**src/rtl/tcce_pkg.sv**
```systemverilog
// Shared types, field widths and character codes for the text console engine.
// No dependencies; every other file in rtl/ imports this package.
package tcce_pkg;

   // Screen geometry defaults handed to the top level parameters
   localparam int DEF_SCREEN_ROWS = 25;
   localparam int DEF_SCREEN_COLS = 80;

   // Transaction field widths
   localparam int CHAR_W       = 8;
   localparam int ATTR_W       = 8;
   localparam int IDX_W        = 11;
   localparam int ROW_OUT_W    = 5;
   localparam int COL_OUT_W    = 7;
   localparam int POS_OUT_W    = 11;
   localparam int CELL_W       = CHAR_W + ATTR_W;
   localparam int SCROLL_CNT_W = 3;

   // Command codes
   localparam logic CMD_PUT  = 1'b0;
   localparam logic CMD_READ = 1'b1;

   // Character codes
   localparam logic [CHAR_W-1:0] CH_BS        = 8'd8;
   localparam logic [CHAR_W-1:0] CH_TAB       = 8'd9;
   localparam logic [CHAR_W-1:0] CH_LF        = 8'd10;
   localparam logic [CHAR_W-1:0] CH_VT        = 8'd11;
   localparam logic [CHAR_W-1:0] CH_FF        = 8'd12;
   localparam logic [CHAR_W-1:0] CH_CR        = 8'd13;
   localparam logic [CHAR_W-1:0] CH_NAK       = 8'h15;
   localparam logic [CHAR_W-1:0] CH_LAST_CTRL = 8'd31;
   localparam logic [CHAR_W-1:0] CH_DEL       = 8'd127;
   localparam logic [CHAR_W-1:0] CH_BLANK     = 8'h20;

   localparam logic [ATTR_W-1:0] RESET_ATTR = 8'h07;

   // Register file
   localparam int CSR_ADDR_W = 3;
   localparam int CSR_DATA_W = 32;
   localparam logic [CSR_ADDR_W-3:0] REG_DEFAULT_ATTR = '0;

   typedef enum logic [2:0] {
      ST_IDLE,
      ST_EXEC,
      ST_SWEEP,
      ST_DRAIN,
      ST_DONE
   } tcce_state_type;

   typedef enum logic [1:0] {
      SW_INIT,
      SW_CLEAR,
      SW_SCROLL
   } tcce_sweep_type;

   // Cell store actions requested by one put transaction
   typedef struct packed {
      logic                    cell_we;
      logic                    clear;
      logic [SCROLL_CNT_W-1:0] scroll_cnt;
   } tcce_act_type;

endpackage

```
**src/rtl/tcce_cursor.sv**
```systemverilog
// Put-code decoder: next cursor, cell write and scroll/clear requests.
// Depends on tcce_pkg; instantiated by text_console_character_engine.
module tcce_cursor import tcce_pkg::*; #(
   parameter int SCREEN_ROWS = DEF_SCREEN_ROWS,
   parameter int SCREEN_COLS = DEF_SCREEN_COLS,
   parameter int RW = $clog2(SCREEN_ROWS),
   parameter int CW = $clog2(SCREEN_COLS)
) (
   input  logic [RW-1:0]     cur_row,
   input  logic [CW-1:0]     cur_col,
   input  logic [CHAR_W-1:0] char_code,
   output tcce_act_type      act,
   output logic [RW-1:0]     wr_row,
   output logic [CW-1:0]     wr_col,
   output logic [CHAR_W-1:0] wr_char,
   output logic [RW-1:0]     next_row,
   output logic [CW-1:0]     next_col
);

   localparam logic [RW-1:0] LAST_ROW = RW'(SCREEN_ROWS - 1);
   localparam logic [CW-1:0] LAST_COL = CW'(SCREEN_COLS - 1);

   logic            printable;
   logic [RW-1:0]   adv_row;
   logic            adv_scroll;
   logic [CW:0]     tab_col;
   logic [RW+2:0]   vt_row;

   assign printable = ((char_code > CH_LAST_CTRL) && (char_code != CH_DEL)) ||
                      (char_code == CH_NAK);

   // Step to the next row, or scroll once when already on the last one
   assign adv_scroll = (cur_row == LAST_ROW);
   assign adv_row    = adv_scroll ? cur_row : cur_row + RW'(1);

   assign tab_col = ((CW+1)'(cur_col) & ~(CW+1)'(3)) + (CW+1)'(4);
   assign vt_row  = ((RW+3)'(cur_row) & ~(RW+3)'(3)) + (RW+3)'(4);

   always_comb begin
      act      = '0;
      wr_row   = cur_row;
      wr_col   = cur_col;
      wr_char  = char_code;
      next_row = cur_row;
      next_col = cur_col;
      if (printable) begin
         act.cell_we = 1'b1;
         if (cur_col == LAST_COL) begin
            next_col       = '0;
            next_row       = adv_row;
            act.scroll_cnt = SCROLL_CNT_W'(adv_scroll);
         end else begin
            next_col = cur_col + CW'(1);
         end
      end else begin
         unique case (char_code)
            CH_LF: begin
               next_col       = '0;
               next_row       = adv_row;
               act.scroll_cnt = SCROLL_CNT_W'(adv_scroll);
            end
            CH_CR: begin
               next_col = '0;
            end
            CH_BS: begin
               wr_char = CH_BLANK;
               if (cur_col != '0) begin
                  act.cell_we = 1'b1;
                  wr_col      = cur_col - CW'(1);
                  next_col    = cur_col - CW'(1);
               end else if (cur_row != '0) begin
                  // blank the last cell of the row above
                  act.cell_we = 1'b1;
                  wr_row      = cur_row - RW'(1);
                  wr_col      = LAST_COL;
                  next_row    = cur_row - RW'(1);
                  next_col    = LAST_COL;
               end else begin
                  next_col = LAST_COL;
               end
            end
            CH_TAB: begin
               if (tab_col >= (CW+1)'(SCREEN_COLS)) begin
                  next_col       = CW'(tab_col - (CW+1)'(SCREEN_COLS));
                  next_row       = adv_row;
                  act.scroll_cnt = SCROLL_CNT_W'(adv_scroll);
               end else begin
                  next_col = CW'(tab_col);
               end
            end
            CH_VT: begin
               if (vt_row >= (RW+3)'(SCREEN_ROWS)) begin
                  next_row       = LAST_ROW;
                  act.scroll_cnt = SCROLL_CNT_W'(vt_row - (RW+3)'(SCREEN_ROWS - 1));
               end else begin
                  next_row = RW'(vt_row);
               end
            end
            CH_FF: begin
               act.clear = 1'b1;
               next_row  = '0;
               next_col  = '0;
            end
            default: begin
            end
         endcase
      end
   end

endmodule
```
**config.mk**
```make
export PLATFORM = sky130hd
export DESIGN_NAME = tcce_cursor
export DESIGN_NICKNAME = d
export VERILOG_FILES = /design/src/rtl/tcce_pkg.sv /design/src/rtl/tcce_cursor.sv
export SDC_FILE = /design/constraint.sdc
export NUM_CORES = 1
export LEC_CHECK = 0
export BUFFER_PORTS_ARGS = -buffer_cell sky130_fd_sc_hd__clkbuf_2
export CORE_MARGIN = 1.5
export CORE_UTILIZATION = 44
export DETAILED_ROUTE_END_ITERATION = 10
export GPL_TIMING_DRIVEN = 0
export PLACE_DENSITY = 0.73
export SLEW_MARGIN = 20
export SYNTH_ARGS = -nofsm -noshare
export SYNTH_HDL_FRONTEND = slang
export SYNTH_SLANG_ARGS = --single-unit
```
**constraint.sdc**
```tcl
create_clock -name vclk -period 3.05
set_input_delay 0.305 -clock vclk [all_inputs]
set_output_delay 0.305 -clock vclk [all_outputs]
set_load 0.02 [all_outputs]
```
* Yosys cells after proc, flatten, opt, wreduce, memory -nomap -nowiden
Cells that the tools add are included.
** Word-level totals
- Flip-flop bits (word level) :: 0
- Bits in latches :: 0
- Memory bits (writable) :: 0
- Bits in read-only memories :: 0
- Bits of input ports :: 20
- Output and inout bits :: 37
- Word-level logic and storage cells :: 58
- Memories kept :: 0
** Cells by class
- $add $sub $neg :: 8
- $mul :: 0
- Divide/modulo/power cells :: 0
- $lt $le $gt $ge :: 3
- Equality and inequality tests :: 10
- Shifts and indexed selects :: 0
- Muxes and demuxes :: 32
- Bitwise logic cells :: 0
- Reduce and logical (&&, ||, !) cells :: 5
** Operators by type and width (number)
- 7-bit 2-to-1 mux :: 8
- 8-bit by 4-bit == test with 1-bit output (second input constant) :: 6
- 5-bit 2-to-1 mux :: 9
- 5-bit case mux with 5 select lines :: 1
- 7-bit case mux with 3 select lines :: 1
- 8-bit 2-to-1 mux :: 2
- 3-bit case mux with 3 select lines :: 1
- 7-bit by 3-bit adder with 8-bit output (second input constant) :: 1
- 8-bit by 5-bit == test with 1-bit output (second input constant) :: 1
- 8-bit by 7-bit greater-or-equal comparator with 1-bit output (second input constant) :: 1
- 8-bit by 5-bit greater-than comparator with 1-bit output (second input constant) :: 1
- 1-bit 2-to-1 mux :: 8
- 8-bit by 7-bit inequality test with 1-bit output (second input constant) :: 1
- 7-bit by 1-bit adder with 7-bit output (second input constant) :: 1
- 7-bit == test (second input constant) :: 1
- 7-bit nonzero test :: 1
- 7-bit by 1-bit subtractor with 7-bit output (second input constant) :: 1
- 7-bit subtractor (second input constant) :: 1
- 5-bit by 3-bit adder with 6-bit output (second input constant) :: 1
- 6-bit by 5-bit greater-or-equal comparator with 1-bit output (second input constant) :: 1
- 3-bit 2-to-1 mux :: 2
- 5-bit by 1-bit adder with 5-bit output (second input constant) :: 1
- 5-bit == test (second input constant) :: 1
- 5-bit nonzero test :: 1
- other kinds (5) :: 5

* Logic depth before layout (Yosys ltp)
- Depth in word-level cells :: 5
- Mapped depth :: 11
- Depth with buffers taken out :: 10

* Worst setup path before layout
OpenSTA, ideal clock, no wires.
- Path type :: input to output
- Start point :: input port cur_col[2]
- End point :: output port next_row[2]
- Data arrival time :: 2.532 ns
- Data required time :: 2.745 ns
- Setup slack :: 0.213 ns
- Stages :: 11
- Path buffers :: 1
- Cells stage by stage :: ha_1 > buf_2 > xor2_1 > inv_1 > ha_1 > a21boi_1 > nor4_4 > o31a_1 > o21ai_2 > o311ai_0 > o221ai_1
** On the way
- Longest elaborated chain between the ends :: 5
- Elaborated cells between the ends (all ways) :: 9
- Those cells by class :: add/sub: 1; order compare: 1; eq/ne: 1; mux: 5; reduce/logical: 1
** RTL lines
- from (decl) :: line tcce_cursor.sv:10 : input logic [CW-1:0] cur_col,
- 7-bit by 3-bit adder with 8-bit output :: line tcce_cursor.sv:36 : assign tab_col = ((CW+1)'(cur_col) & ~(CW+1)'(3)) + (CW+1)'(4);
- 8-bit by 7-bit greater-or-equal comparator with 1-bit output :: line tcce_cursor.sv:83 : if (tab_col >= (CW+1)'(SCREEN_COLS)) begin
- 5-bit 2-to-1 mux :: line tcce_cursor.sv:83
- 5-bit case mux with 5 select lines :: line tcce_cursor.sv:56 : unique case (char_code)
- 5-bit 2-to-1 mux * :: line tcce_cursor.sv:46 : if (printable) begin
- to (decl) :: line tcce_cursor.sv:16 : output logic [RW-1:0] next_row,
Every way passes the cells marked *; elsewhere a longest branch is shown, timed or not.

* Worst setup path after layout
- Start point :: input port cur_col[2]
- End point :: output port next_row[4]
Same word-level chain as after synthesis.

==> reports/qor.csv <==
stage,metric,value,unit
floorplan,Die W,63.3,um
synthesis,sequential fraction of the synthesis area,0,%
min_path,Hold Crit Start,char_code[6],
timing,Hold Fails Final Rpt,0,
place,placed inst area,1930,um^2
floorplan,core area,3420,um^2
synthesis,Syn Nets,276,
place,placed cells,342,
routing,# DRC,0,
synthesis,area of the mapped netlist,1600,um^2
routing,per-cell routed wire length,14.1,um
power,leakage,0.931,nW
cells_and_area,Clock Buffer Count,0,
cells_and_area,FILL cells,364,
timing,post-route setup slack,0.0372,ns
routing,vias per cell,5.74,
floorplan,die area,4000,um^2
power,Design Power,281,uW
synthesis,Avg Synthesized Cell Area,6.61,um^2
cells_and_area,Antenna diodes,0,
global_route,first-pass GRT wire length,7980,um
job,Max-Cap Viols,0,
run_status,outcome,"complete, no violations",
critical_path,Critical Path RT,2.74,ns
cells_and_area,layout cells sized above 1,33.0,%
power,largest vdd supply drop,0.0621,mV
critical_path,Setup CP Type,input pin to output pin,
timing,fin crit period,3.01,ns
timing,setup violators final,0,
cells_and_area,seq_cells,0,
timing,fmax,0.332,GHz
routing,1st-iter DRT viols,135,
routing,via count,2019,
timing,Worst-Margin Slew,0.544,ns
clocking,hold buffer count at CTS,0,
synthesis,post-synthesis instance total,242,
min_path,worst hold stages,3,
synthesis,synth top area cells,"ha_1 11%, a21oi_1 6.3%, nand2_1 5.4%",
synthesis,post-synth cell types,66,
routing,Post-DRT Antenna Nets,0,
floorplan,Boundary Pins,57,
global_route,vias in the first global route,1729,
critical_path,crit path launch type,input pin,
timing,hold slack final,0.964,ns
floorplan,num rows,21,
critical_path,Worst setup EP type,output pin,
synthesis,YS warnings,0,
cells_and_area,post-route cell area,2090,um^2
cells_and_area,Non-Filler Instances,352,
place,Port Buffers,54,
synthesis,most frequent cells after synthesis,"23 x nand2_1, 21 x nor2_1, 20 x a21oi_1",
power,PD cells,135,nW/um^2
min_path,Hold EP,wr_char[6],
critical_path,Critical Path Fanout Max,5,
cells_and_area,FF/Latch Area,0,um^2
global_route,antenna violations before repair,0,
routing,final wirelength,4960,um
place,gpl congestion,0.931,
min_path,Hold Path Class,input pin to output pin,
critical_path,worst path arrival time,2.71,ns
place,pre-CTS setup slack,-0.322,ns
synthesis,cell taking the most area after synthesis,ha_1,
global_route,Tot GR Track Use,23.3,%
floorplan,Initial Utilization,46.8,%
routing,drt first pass iters,5,
timing,Tcrit/Tclk final,98.8,%
timing,max-slew violations,0,
cells_and_area,fin nets,342,
global_route,pin count of the biggest net entering global routing,15,
cells_and_area,area grow syn2layout,30.6,%
synthesis,"count leader, synth",nand2_1,
timing,Slew HR,63.6,%
floorplan,Die H,63.3,um
global_route,GRT overflow,0,
place,Post-DP HPWL,3850,um
synthesis,top cell type's share of synthesized area,11.0,%
==> logic make-up after synthesis <==
logic type,Yosys count,share of synthesized area [%]
xor+xnor,13,7.12
compound gates,80,36.1
simple gates,93,32.2
buf+inv,36,10.1
mux,5,3.29
other cells,1,0.235
fa+ha+maj,14,11.0
==> timing repair <==
action,CTS,global route
gates resized for setup,4,23
setup buffers,1,10
setup endpoints to repair,6,3
pin swaps,1,7
==> per-layer routing <==
layer | vias to the layer above | GRT usage [%] | routed length [um] | part of all wire, %
met2 | 82 | 38.8 | 2350 | 47
met1 | 908 | 33.3 | 2230 | 45
met3 | 10 | 0.536 | 285 | 5.7
met5 | - | 0 | 0 | 0
met4 | 0 | 5.43 | 102 | 2.1
li1 | 1019 | - | - | -
==> worst max-delay path: stages <==
cell      delay (ns)
clkbuf_2        0.13
ha_4            0.17
buf_6           0.12
xor2_4          0.16
inv_1           0.06
ha_2            0.20
a21boi_2        0.17
nor4_4          0.36
buf_4           0.19
a32oi_4         0.08
a311oi_2        0.27
a221oi_1        0.08
a31oi_1         0.21
buf_2           0.19
==> metrics by stage <==
stage                     setup TNS (ns)  util [%]
after floorplan                        0         -
after global placement            -0.792      56.4
after detailed placement           -1.03      56.4
after CTS                              0      56.9
after global routing              -0.120      61.1
final                                  0      61.1
==> power by group <==
group | internal [mW] | total, mW | switching [mW]
registers | 0 | 0 | 0
logic | 0.111 | 0.281 | 0.170
clock network | 0 | 0 | 0
total | 0.111 | 0.281 | 0.170
==> final cells by class <==
cell class / count / area (um^2) / area share [%]
buffer: 23 / 134 / 6.41
tap: 46 / 57.6 / 2.76
inverter: 12 / 45.0 / 2.16
timing repair buffer: 65 / 355 / 17.0
multi-input combinational: 206 / 1500 / 71.7
==> how the worst max path moves through the flow <==
stage / from / end / slack [ns] / cells after the start
final: cur_col[2] / next_row[4] / 0.04 / 14
after global routing: cur_col[2] / next_row[4] / -0.06 / 14
after CTS: cur_col[2] / next_row[2] / 0.01 / 13
after detailed placement: cur_col[3] / next_row[2] / -0.32 / 12
after global placement: cur_col[3] / next_row[2] / -0.30 / 12
after floorplan: cur_col[2] / next_row[2] / 0.21 / 11
==> layout by cell type, fill, tap and decap left out, types with 3 or more instances in the layout <==
| cell type | n |
|---|---|
| and2_1 | 5 |
| nor2_1 | 21 |
| o31ai_1 | 5 |
| nand3_1 | 11 |
| clkbuf_2 | 52 |
| nand2_1 | 23 |
| o21ai_1 | 7 |
| and3_1 | 3 |
| buf_6 | 4 |
| mux2i_1 | 3 |
| clkbuf_1 | 8 |
| inv_1 | 12 |
| nand2b_1 | 3 |
| buf_2 | 9 |
| xor2_1 | 4 |
| buf_4 | 14 |
| xnor2_1 | 7 |
| o21ai_0 | 6 |
| nor3_1 | 6 |
| a31oi_1 | 5 |
| o211ai_1 | 6 |
| a21oi_1 | 19 |
| ha_1 | 12 |
| nand4_1 | 3 |
No activity file was read; power rests on OpenSTA's default activity.
